==> src/design/lbr_pkg.sv <==
// shared types, constants and color scaling for the lamp brightness regulator
`timescale 1ns / 1ps
package lbr_pkg;

   localparam int LEVEL_W  = 14;
   localparam int AMOUNT_W = 16;
   localparam int COLOUR_W = 8;

   localparam logic [LEVEL_W-1:0]  LEVEL_MAX      = 14'd10000;
   localparam logic [LEVEL_W-1:0]  LEVEL_DEFAULT  = 14'd5000;
   localparam logic [AMOUNT_W-1:0] TARGET_DEFAULT = 16'd350;

   // auto mode loop gain per lux of error
   localparam int GAIN = 5;

   // floor(base * level / 10000) as level * ceil(base * 2^27 / 10000) >> 27,
   // exact for every level up to 10000
   localparam int SCALE_SHIFT = 27;
   localparam int MULT_W      = 22;
   localparam longint unsigned SCALE_DEN = 10000;
   localparam longint unsigned MULT_FULL_L =
      ((longint'(255) << SCALE_SHIFT) + SCALE_DEN - 1) / SCALE_DEN;
   localparam longint unsigned MULT_WARM_G_L =
      ((longint'(180) << SCALE_SHIFT) + SCALE_DEN - 1) / SCALE_DEN;
   localparam longint unsigned MULT_WARM_B_L =
      ((longint'(80) << SCALE_SHIFT) + SCALE_DEN - 1) / SCALE_DEN;
   localparam logic [MULT_W-1:0] MULT_FULL   = MULT_W'(MULT_FULL_L);
   localparam logic [MULT_W-1:0] MULT_WARM_G = MULT_W'(MULT_WARM_G_L);
   localparam logic [MULT_W-1:0] MULT_WARM_B = MULT_W'(MULT_WARM_B_L);

   typedef enum logic [1:0] {
      CMD_SET_LEVEL = 2'd0,
      CMD_SWITCH    = 2'd1,
      CMD_SET_AUTO  = 2'd2,
      CMD_SAMPLE    = 2'd3
   } command_type;

   typedef struct packed {
      command_type         command;
      logic [AMOUNT_W-1:0] amount;
      logic                flag;
   } item_type;

   typedef struct packed {
      logic [LEVEL_W-1:0] level;
      logic               lit;
   } emit_type;

   // one color channel scaled by the level
   function automatic logic [COLOUR_W-1:0] scale_channel(
      input logic [LEVEL_W-1:0] level,
      input logic [MULT_W-1:0]  mult
   );
      logic [LEVEL_W+MULT_W-1:0] prod;
      prod = (LEVEL_W+MULT_W)'(level) * (LEVEL_W+MULT_W)'(mult);
      return prod[SCALE_SHIFT +: COLOUR_W];
   endfunction

endpackage

==> src/design/lbr_state.sv <==
// lamp state registers and the per-command update
`timescale 1ns / 1ps
module lbr_state
   import lbr_pkg::*;
(
   input  logic     clock,
   input  logic     reset,
   input  logic     go,
   input  item_type item,
   output logic     result_valid,
   output emit_type result
);

   logic [LEVEL_W-1:0]  level_now_ff, level_now_in;
   logic [LEVEL_W-1:0]  level_saved_ff, level_saved_in;
   logic                enabled_ff, enabled_in;
   logic                auto_on_ff, auto_on_in;
   logic [AMOUNT_W-1:0] target_ff, target_in;
   logic                produce;
   logic [LEVEL_W-1:0]  set_level;
   logic signed [AMOUNT_W:0] lux_error;
   logic signed [19:0]  step_sum;
   logic [LEVEL_W-1:0]  step_level;

   // saturated manual level
   assign set_level = (item.amount > AMOUNT_W'(LEVEL_MAX)) ? LEVEL_MAX
                                                          : item.amount[LEVEL_W-1:0];

   // auto step: level + gain * (target - measured), clamped to 0..max
   always_comb begin
      lux_error = $signed({1'b0, target_ff}) - $signed({1'b0, item.amount});
      step_sum  = $signed(20'({1'b0, level_now_ff}))
                + 20'(lux_error) * 20'(GAIN);
      if (step_sum < 20'sd0) begin
         step_level = '0;
      end else if (step_sum > $signed(20'({1'b0, LEVEL_MAX}))) begin
         step_level = LEVEL_MAX;
      end else begin
         step_level = step_sum[LEVEL_W-1:0];
      end
   end

   // next state per command
   always_comb begin
      level_now_in   = level_now_ff;
      level_saved_in = level_saved_ff;
      enabled_in     = enabled_ff;
      auto_on_in     = auto_on_ff;
      target_in      = target_ff;
      produce        = 1'b0;
      unique case (item.command)
         CMD_SET_LEVEL: begin
            auto_on_in   = 1'b0;
            level_now_in = set_level;
            enabled_in   = (set_level != '0);
            if (set_level != '0) begin
               level_saved_in = set_level;
            end
            produce = 1'b1;
         end
         CMD_SWITCH: begin
            if (item.flag) begin
               enabled_in = 1'b1;
               if (level_now_ff == '0) begin
                  if (level_saved_ff == '0) begin
                     level_saved_in = LEVEL_DEFAULT;
                     level_now_in   = LEVEL_DEFAULT;
                  end else begin
                     level_now_in = level_saved_ff;
                  end
               end
            end else begin
               enabled_in = 1'b0;
               if (level_now_ff != '0) begin
                  level_saved_in = level_now_ff;
               end
               level_now_in = '0;
            end
            auto_on_in = 1'b0;
            produce    = 1'b1;
         end
         CMD_SET_AUTO: begin
            auto_on_in = item.flag;
            if (item.flag && item.amount != '0) begin
               target_in = item.amount;
            end
         end
         CMD_SAMPLE: begin
            if (auto_on_ff && enabled_ff) begin
               level_now_in = step_level;
               if (step_level != '0) begin
                  level_saved_in = step_level;
               end
               produce = 1'b1;
            end
         end
         default: begin
            produce = 1'b0;
         end
      endcase
   end

   assign result_valid = go && produce;
   assign result.level = level_now_in;
   assign result.lit   = enabled_in && (level_now_in != '0);

   // state registers
   always_ff @(posedge clock) begin
      if (reset) begin
         level_now_ff   <= LEVEL_DEFAULT;
         level_saved_ff <= LEVEL_DEFAULT;
         enabled_ff     <= 1'b1;
         auto_on_ff     <= 1'b1;
         target_ff      <= TARGET_DEFAULT;
      end else if (go) begin
         level_now_ff   <= level_now_in;
         level_saved_ff <= level_saved_in;
         enabled_ff     <= enabled_in;
         auto_on_ff     <= auto_on_in;
         target_ff      <= target_in;
      end
   end

   // level stays in range
   a_level_range: assert property (@(posedge clock) disable iff (reset)
      level_now_ff <= LEVEL_MAX)
      else $error("level above maximum");

   // a disabled lamp holds a zero level
   a_disabled_dark: assert property (@(posedge clock) disable iff (reset)
      !enabled_ff |-> level_now_ff == '0)
      else $error("disabled lamp with nonzero level");

   // the saved level is never zero
   a_saved_nonzero: assert property (@(posedge clock) disable iff (reset)
      level_saved_ff != '0)
      else $error("saved level is zero");

endmodule

==> src/design/lamp_brightness_regulator.sv <==
// top level of the lamp brightness regulator
`timescale 1ns / 1ps
// Takes one request per cycle while req_stall is low: a request is
// registered, the lamp state is updated from it into the emit register,
// and the drive color is scaled by a constant multiply on the way into
// the result register. The single state-update stage is the loop that
// sets the rate; it needs no bubble, so requests may follow
// back to back. Set-auto requests and lux samples outside auto mode (or while
// the lamp is off) leave no result. The color select register may be
// written only while no request is in flight; csr_ready is always high.
module lamp_brightness_regulator
   import lbr_pkg::*;
(
   input  logic                clock,
   input  logic                reset,
   input  logic                req_valid,
   output logic                req_stall,
   input  logic [1:0]          req_command,
   input  logic [AMOUNT_W-1:0] req_amount,
   input  logic                req_flag,
   output logic                rsp_valid,
   input  logic                rsp_stall,
   output logic [COLOUR_W-1:0] rsp_red,
   output logic [COLOUR_W-1:0] rsp_green,
   output logic [COLOUR_W-1:0] rsp_blue,
   output logic [LEVEL_W-1:0]  rsp_level,
   output logic                rsp_lit,
   input  logic                csr_valid,
   output logic                csr_ready,
   input  logic                csr_warm_colour
);

   logic     req_accept;
   logic     s1_valid_ff, s1_valid_in, s1_go;
   item_type item_ff;
   logic     s2_valid_ff, s2_valid_in, s2_free;
   emit_type emit_ff;
   logic     s3_load;
   logic     rsp_valid_ff, rsp_valid_in;
   logic [COLOUR_W-1:0] red_ff, green_ff, blue_ff;
   logic [COLOUR_W-1:0] red_in, green_in, blue_in;
   logic [LEVEL_W-1:0]  level_ff;
   logic                lit_ff;
   logic                warm_ff;
   logic                state_valid;
   emit_type            state_result;
   logic [MULT_W-1:0]   mult_green, mult_blue;

   // pipeline flow
   assign s3_load     = !rsp_valid_ff || !rsp_stall;
   assign s2_free     = !s2_valid_ff || s3_load;
   assign s1_go       = s1_valid_ff && s2_free;
   assign req_stall   = s1_valid_ff && !s2_free;
   assign req_accept  = req_valid && !req_stall;
   assign s1_valid_in = req_accept || (s1_valid_ff && !s1_go);
   assign s2_valid_in = s2_free ? state_valid : 1'b1;
   assign rsp_valid_in = s3_load ? s2_valid_ff : 1'b1;

   lbr_state u_state (
      .clock        (clock),
      .reset        (reset),
      .go           (s1_go),
      .item         (item_ff),
      .result_valid (state_valid),
      .result       (state_result)
   );

   // color scaling from the level
   always_comb begin
      mult_green = warm_ff ? MULT_WARM_G : MULT_FULL;
      mult_blue  = warm_ff ? MULT_WARM_B : MULT_FULL;
      if (emit_ff.lit) begin
         red_in   = scale_channel(emit_ff.level, MULT_FULL);
         green_in = scale_channel(emit_ff.level, mult_green);
         blue_in  = scale_channel(emit_ff.level, mult_blue);
      end else begin
         red_in   = '0;
         green_in = '0;
         blue_in  = '0;
      end
   end

   // control registers
   always_ff @(posedge clock) begin
      if (reset) begin
         s1_valid_ff  <= 1'b0;
         s2_valid_ff  <= 1'b0;
         rsp_valid_ff <= 1'b0;
         warm_ff      <= 1'b0;
      end else begin
         s1_valid_ff  <= s1_valid_in;
         s2_valid_ff  <= s2_valid_in;
         rsp_valid_ff <= rsp_valid_in;
         if (csr_valid && csr_ready) begin
            warm_ff <= csr_warm_colour;
         end
      end
   end

   // payload registers
   always_ff @(posedge clock) begin
      if (req_accept) begin
         item_ff.command <= command_type'(req_command);
         item_ff.amount  <= req_amount;
         item_ff.flag    <= req_flag;
      end
      if (s2_free && state_valid) begin
         emit_ff <= state_result;
      end
      if (s3_load && s2_valid_ff) begin
         red_ff   <= red_in;
         green_ff <= green_in;
         blue_ff  <= blue_in;
         level_ff <= emit_ff.level;
         lit_ff   <= emit_ff.lit;
      end
   end

   assign csr_ready = 1'b1;
   assign rsp_valid = rsp_valid_ff;
   assign rsp_red   = red_ff;
   assign rsp_green = green_ff;
   assign rsp_blue  = blue_ff;
   assign rsp_level = level_ff;
   assign rsp_lit   = lit_ff;

   // a lit result carries a nonzero level
   a_lit_level: assert property (@(posedge clock) disable iff (reset)
      rsp_valid && rsp_lit |-> rsp_level != '0)
      else $error("lit result with zero level");

   // a dark result is black
   a_dark_black: assert property (@(posedge clock) disable iff (reset)
      rsp_valid && !rsp_lit |-> rsp_red == '0 && rsp_green == '0 && rsp_blue == '0)
      else $error("dark result with nonzero color");

   // stalling the request side needs both later stages full
   a_stall_full: assert property (@(posedge clock) disable iff (reset)
      req_stall |-> s1_valid_ff && s2_valid_ff && rsp_valid_ff)
      else $error("request stalled with room in the pipeline");

endmodule

==> config.mk <==
export PLATFORM = sky130hd
export DESIGN_NAME = lamp_brightness_regulator
export DESIGN_NICKNAME = d
export VERILOG_FILES = /design/src/design/lbr_pkg.sv /design/src/design/lbr_state.sv /design/src/design/lamp_brightness_regulator.sv
export SDC_FILE = /design/constraint.sdc
export NUM_CORES = 1
export LEC_CHECK = 0
export BUFFER_PORTS_ARGS = -buffer_cell sky130_fd_sc_hd__buf_2
export CAP_MARGIN = 20
export CORE_MARGIN = 2
export CORE_UTILIZATION = 45
export CTS_CLUSTER_DIAMETER = 80
export DETAILED_ROUTE_END_ITERATION = 10
export PLACE_DENSITY = 0.73
export RECOVER_POWER = 50
export REMOVE_ABC_BUFFERS = 1
export SLEW_MARGIN = 20
export SYNTH_ARGS = -nofsm -noshare
export SYNTH_HDL_FRONTEND = slang
export SYNTH_HIERARCHICAL = 1
export SYNTH_SLANG_ARGS = --single-unit
==> constraint.sdc <==
create_clock -name clock -period 5.9 [get_ports clock]
set_input_delay 0.885 -clock clock [delete_from_list [all_inputs] [get_ports clock]]
set_output_delay 0.885 -clock clock [all_outputs]
set_load 0.02 [all_outputs]
==> results of run 1 <==
==> power by group <==
group	total, mW	leakage [nW]	switching [mW]	internal (mW)
Sequential	1.09	1.09	0.0562	1.03
Clock	1.10	0.289	0.492	0.604
Combinational	14.2	14.1	7.58	6.67
Total	16.4	15.5	8.13	8.31
==> sequential cells by signal, summed over array words and instances (netlist names), 8 cells and up <==
name and cells:
rsp_level 14, rsp_green 8, item_ff 19, u_state/level_saved_ff 14, u_state/level_now_ff 14, u_state/target_ff 16
emit_ff 15, rsp_red 8, rsp_blue 8
==> routing by layer <==
metal | GRT usage | vias up
li1 | - | 8875
met1 | 0.319 | 9782
met2 | 0.436 | 703
met3 | 0.0214 | 207
met4 | 0.0978 | 2
met5 | 0 | -
==> critical path: cells and delay by family, from the launching register on <==
| family | cells | cell delay (ns) |
|---|---|---|
| AOI/OAI and AO/OA | 5 | 1.09 |
| buffers and inverters | 6 | 0.79 |
| DFF | 1 | 0.39 |
| adders and majority gates | 7 | 2.88 |
| and+or+nand+nor | 5 | 0.52 |
| xor gates and xnor gates | 1 | 0.14 |
==> kinds of logic after synthesis <==
kind of cell,count (synthesis),share of synthesized area
DFF,123,0.133
muxes,18,0.00752
buffers and inverters,641,0.102
other,2,0.000314
xor gates and xnor gates,62,0.0230
and+or+nand+nor,411,0.0849
adders and majority gates,836,0.548
AOI/OAI and AO/OA,347,0.101
==> timing repair <==
action | in CTS | in global routing
gates cloned | 0 | 3
pin swaps | 42 | 135
endpoints found under the setup margin | 64 | 64
resized for setup | 81 | 290
setup buffers | 16 | 69
==> cell usage after synthesis, drive strengths merged, types with 4 or more instances <==
master	instances
inv	595
ha	481
fa	355
nand2	117
nor2	99
a21oi	81
o21ai	79
edfxtp	73
dfxtp	50
xnor2	43
nor3	34
clkbuf	33
a21o	29
nand2b	28
nand3	27
xor2	19
mux2i	18
o21a	17
o211ai	16
nor2b	15
nor4	15
a211oi	14
and2	14
nand4	14
or2	13
a222oi	12
buf	12
a221oi	10
and3	9
a211o	8
a221o	8
or3	8
a21boi	7
nor3b	7
a31oi	6
o2111ai	6
o21bai	6
o221ai	6
o31ai	6
nand3b	4
o211a	4
o311ai	4
==> layout make-up <==
type | instances | area (um^2) | share of cell area
clock inverter | 15 | 173 | 0.00572
tap | 688 | 861 | 0.0285
multi-input combinational | 1696 | 19900 | 0.658
sequential | 123 | 3200 | 0.106
inverter | 596 | 2250 | 0.0746
clock buffer | 17 | 425 | 0.0141
timing repair buffer | 441 | 3430 | 0.114
==> how the worst max path moves through the flow <==
stage,depth (start not counted),startpoint,slack [ns],endpoint
3_3_place_gp,21,emit_ff[5],-0.37,rsp_green[5]
3_5_place_dp,20,emit_ff[5],-0.53,rsp_green[7]
6_report,24,warm_ff,-0.18,rsp_green[7]
2_1_floorplan,21,emit_ff[12],-0.41,rsp_green[7]
4_1_cts,22,emit_ff[7],-0.03,rsp_green[7]
5_1_grt,25,warm_ff,-0.38,rsp_green[7]
==> out/qor.txt, run 1 <==
Die Y: 235 um
gpl congestion: 0.981
Reg2Reg Setup Slack: -0.18 ns
fraction of layout cells with a size suffix above 1: 0.262
Initial Utilization: 0.456
post-placement cell area: 27300 um^2
CTS max path bufs: 2
Area contributors post-synth: fa_1, ha_1, inv_1, edfxtp_1, dfxtp_1
drt first-iter violations: 1497
Layout fillers: 4387
Critical Path AT: 6.24 ns
DRC viols: 0
commonest non-fill, non-tap cells in the layout: inv_1, ha_1, fa_1
critical path peak fanout: 6
fin util: 0.575
Least-Margin Pin Slew: 1.08 ns
Final period util: 1.03
Net count, final: 3736
Worst-path clk slew: 0.07 ns
Row Count: 84
met1 WL: 28.7 mm
Max Clock Freq: 0.164 GHz
TritonCTS Sinks: 123
number of synthesized flops with an enable pin: 73
hold worst-path end: u_state/target_ff[15]
CP max stage cell: fa_1
Worst Skew: 0.0202 ns
worst r2r dst: rsp_green[7]
synthesized area: 23900 um^2
type of origin of the critical path: register
WS Path Type: reg -> reg
Slew Limit Headroom: 0.279
Seq/Total Area, Yosys: 0.133
worst-case reg-to-reg path depth: 24
Cells after Synth: 2440
WL/cell: 20.1 um
CTS root buffer: clkbuf_16
worst-skew pair later-pin latency: 0.44 ns
CP Cell Sequence: clkbuf_16, nand2b_4, xnor2_1, buf_4, ha_1, a21o_1, fa_1, fa_2, fa_2, inv_1, fa_1, inv_1, fa_1, ha_4, nand2_1, nor3_2, buf_4, a221oi_2, o21ai_2, o2111ai_4, a41oi_2, buf_4, nor3_2, nor3b_2
hold_ws: 0.465 ns
Setup TNS Final: -0.764 ns
post-route ant nets: 0
first-pass GRT wire length: 108 mm
final hold viol count: 0
H-tree levels: 4
vias in the first global route: 20400
Num CTS Buffers: 17
P_leak: 15.5 nW
failing checks: negative setup slack
Max Cap Viol: 0
largest net degree at the start of global routing: 48
1st-pass router iterations: 8
hold path startpoint: u_state/target_ff[15]
Std-Cell Core Area: 52600 um^2
Synth Flop Type: edfxtp_1
Avg Synthesized Cell Area: 9.81 um^2
hold path depth: 2
initial antenna violation count: 1
most common cell after layout, fill and taps aside: inv_1
Worst VDD drop: 0.000515 V
# setup viols final: 11
Required @ worst endpoint: 6.06 ns
HPWL after DPL: 58.4 mm
status: complete, but fails checks
Area growth syn-to-layout: 26.2%
vias: 19600
antenna diode count: 0
CTS tree: yes
Avg Vias per Cell: 5.47
async set-or-reset flop fraction in the synthesized netlist: 0
grt ovf: 0
routed wire length: 71.9 mm
CP Capture Type: register
Post-Place Worst Slack: -0.529 ns
io pins: 67
Port-buffer cells: 65
RSZ-0062 raised after global routing: true
Power Total: 16.4 mW
metal3 WL: 3.79 mm
placed cells: 3461
post-layout instance area: 30200 um^2
Post-Layout Cell Count: 3576
share of the synthesized area in the top cell type: 0.297
Top Metal Used: met5
min Tclk post-route: 6.08 ns
worst setup margin: -0.180 ns
CP max stage delay: 0.57 ns
count of hold-fix buffers inserted at cts: 0
R2R Path Start: warm_ff
area leader, netlist: fa_1
worst hold path class: reg -> reg
die area: 55100 um^2
PD cells: 544 nW/um^2
Die Wd: 235 um
Pins Over Slew Limit: 0
post-synthesis cell type count: 89
yosys warns: 6
total track usage: 0.249
metal2 WL: 35.8 mm
Seq cells post-synth: 123
Note: power is estimated with default switching activity, not from simulation.
==> run 2: changes to the inputs <==
--- a/config.mk
+++ b/config.mk
@@ -11,7 +11,8 @@
 export CORE_UTILIZATION = 45
 export CTS_CLUSTER_DIAMETER = 80
 export DETAILED_ROUTE_END_ITERATION = 10
-export PLACE_DENSITY = 0.73
+export MAX_ROUTING_LAYER = met4
+export PLACE_DENSITY_LB_ADDON = 0.12
 export RECOVER_POWER = 50
 export REMOVE_ABC_BUFFERS = 1
 export SLEW_MARGIN = 20
==> out/qor.txt, run 2 (same netlist as run 1, synthesis figures left out) <==
Power Total: 16.3 mW (-0.69%)
worst hold path class: reg -> reg
antenna diode count: 0 (unchanged)
Initial Utilization: 0.456 (unchanged)
Pins Over Slew Limit: 88 (+88)
Port-buffer cells: 65 (unchanged)
first-pass GRT wire length: 115 mm (+5.9%)
hold path depth: 2 (unchanged)
CP max stage delay: 0.54 ns (-0.03 ns)
sw power: 7.91 mW (-2.7%)
largest net degree at the start of global routing: 48 (unchanged)
H-tree levels: 4 (unchanged)
count of hold-fix buffers inserted at cts: 0 (unchanged)
Crit path top cell by count: fa_1
Slew Limit Headroom: -0.735 (-1.01)
Clk pwr share: 0.064 (-0.003)
Worst Skew: 0.0168 ns (-0.00338 ns)
RSZ-0062 raised after global routing: true
grt ovf: 0 (unchanged)
Std-Cell Core Area: 52600 um^2 (unchanged)
Row Count: 84 (unchanged)
failing checks: max-capacitance violations, max-slew violations, negative setup slack
routed wire length: 74.6 mm (+3.8%)
CP max stage cell: edfxtp_1
vias in the first global route: 20300 (-0.58%)
Critical Path Source: emit_ff[3]
initial antenna violation count: 1 (unchanged)
Reg2Reg Setup Slack: -0.13 ns (+0.05 ns)
Die Y: 235 um (unchanged)
PD cells: 541 nW/um^2 (-0.46%)
Critical Path AT: 6.18 ns (-0.06 ns)
hold path startpoint: u_state/target_ff[7]
CTS root buffer: clkbuf_16
CTS tree: yes
worst r2r dst: rsp_green[7]
fraction of layout cells with a size suffix above 1: 0.247 (-0.0157)
Final period util: 1.02 (-0.00889)
worst setup margin: -0.127 ns (+0.0524 ns)
Required @ worst endpoint: 6.05 ns (about the same)
Net count, final: 3750 (+0.37%)
WS Path Type: reg -> reg
io pins: 67 (unchanged)
largest register by flop count: item_ff
post-route ant nets: 0 (unchanged)
critical path peak fanout: 4 (-2)
Seq. cell area: 3190 um^2 (about the same)
total track usage: 0.280 (+0.0307)
CP endpoint: rsp_green[7]
DRC viols: 0 (unchanged)
drt first-iter violations: 913 (-39%)
Area growth syn-to-layout: 25.9%
final hold viol count: 0 (unchanged)
area of the multi-input gates: 19800 um^2 (-0.11%)
Least-Margin Pin Slew: 2.60 ns (+1.52 ns)
Max Clock Freq: 0.166 GHz (+0.87%)
min Tclk post-route: 6.03 ns (-0.0524 ns)
WL/cell: 20.8 um (+3.4%)
Internal: 8.41 mW (+1.2%)
CP Cell Sequence: buf_6, fa_1, inv_2, fa_1, inv_1, fa_1, fa_1, inv_2, fa_1, fa_1, inv_2, ha_4, o211ai_1, o31ai_1, and4_1, o2111a_2, o2111ai_4, a41oi_2, o21ai_1, nor3b_1
Worst VDD drop: 0.000545 V (+5.7%)
CTS max path bufs: 2 (unchanged)
Max Cap Viol: 2 (+2)
most common cell after layout, fill and taps aside: inv_1
Worst-path clk slew: 0.06 ns (about the same)
HPWL after DPL: 63.3 mm (+8.5%)
Post-Place Worst Slack: -0.564 ns (-0.0342 ns)
gpl congestion: 0.988 (+0.69%)
P_leak: 15.4 nW (-0.55%)
Layout fillers: 4723 (+7.7%)
CP Capture Type: register
status: complete, but fails checks
biggest regs: item_ff x19, u_state/target_ff x16, emit_ff x15
vias: 19000 (-3.1%)
type of origin of the critical path: register
die area: 55100 um^2 (unchanged)
1st-pass router iterations: 10 (+2)
Die Wd: 235 um (unchanged)
switching share of power: 0.485 (-0.00978)
Num CTS Buffers: 17 (unchanged)
R2R Path Start: emit_ff[3]
commonest non-fill, non-tap cells in the layout: inv_1, ha_1, buf_4
# setup viols final: 11 (unchanged)
Largest register FFs: 19 (unchanged)
TritonCTS Sinks: 123 (unchanged)
Avg Vias per Cell: 5.28 (-3.4%)
worst-case reg-to-reg path depth: 20 (-17%)
worst-skew pair later-pin latency: 0.46 ns (+0.02 ns)
Logic pwr share: 0.870 (+0.003)
Flop pwr share: 0.067 (about the same)
run 2: cell types whose count changed in the layout (fill, tap and decap cells not counted), sizes merged:
cell,previous run,this run
clkbuf,20,60
buf,438,414
inv,603,599
clkinv,3,6
clkinvlp,4,3
run 2: cell type report:
cell class / count / area share
multi-input cells: 1696 / 0.658
well taps: 688 / 0.0286
repair buffers: 455 / 0.113
flip-flops and latches: 123 / 0.106
clock buffers: 19 / 0.0144
clock inverters: 13 / 0.00448
inverters: 596 / 0.0747
run 2: worst max-delay path: cells and delay by family (launching register included):
family                     cells  cell delay [ns]
and+or+nand+nor                2             0.39
DFF                            1             0.54
buffers and inverters          5             0.37
adders and majority gates      7             3.31
AOI/OAI and AO/OA              6             1.12
run 2: layer usage:
layer | up-vias | wire length, um | global-route usage | share of wire
li1 | 8899 | - | - | -
met1 | 9537 | 31800 | 0.351 | 0.43
met2 | 425 | 37600 | 0.478 | 0.50
met3 | 110 | 2610 | 0.0258 | 0.035
met4 | 0 | 2480 | 0.0871 | 0.033
met5 | - | 0 | - | 0
run 2: timing repair:
item / 4_1_cts / 5_1_grt
hold endpoints to repair: 0 / 0
setup endpoints to repair: 64 / 64
buffers inserted: 33 / 33
resized for setup: 138 / 199
gates cloned: 0 / 2
pin swaps: 82 / 114
run 2: how the worst min path moves through the flow:
stage                                end  slack [ns]
floorplan           u_state/target_ff[0]        0.43
finish              u_state/target_ff[7]        0.46
global placement      u_state/auto_on_ff        0.44
global route        u_state/target_ff[7]        0.50
CTS                 u_state/target_ff[7]        0.46
detailed placement  u_state/target_ff[7]        0.46
run 2: power groups by stage:
stage / combinational, mW / clock, mW / sequential [mW]
after floorplan: 7.62 / 0 / 1.14
after global placement: 11.6 / 0 / 1.10
after detailed placement: 11.8 / 0 / 1.10
after CTS: 12.8 / 1.07 / 1.09
after global routing: 15.9 / 1.09 / 1.10
final: 14.2 / 1.04 / 1.09
run 2: per-stage QoR:
stage / hold WS, ns / area, um^2 / std cells / utilization / setup TNS, ns
after CTS: 0.464 / 28900 / 3557 / 0.550 / -0.521
after floorplan: 0.430 / 23800 / 2414 / - / -2.99
final: 0.460 / 30100 / 3590 / 0.574 / -0.695
after global placement: 0.444 / 27500 / 3493 / 0.523 / -12.57
after global routing: 0.497 / 30100 / 3590 / 0.574 / -7.05
after detailed placement: 0.455 / 27500 / 3493 / 0.523 / -16.68
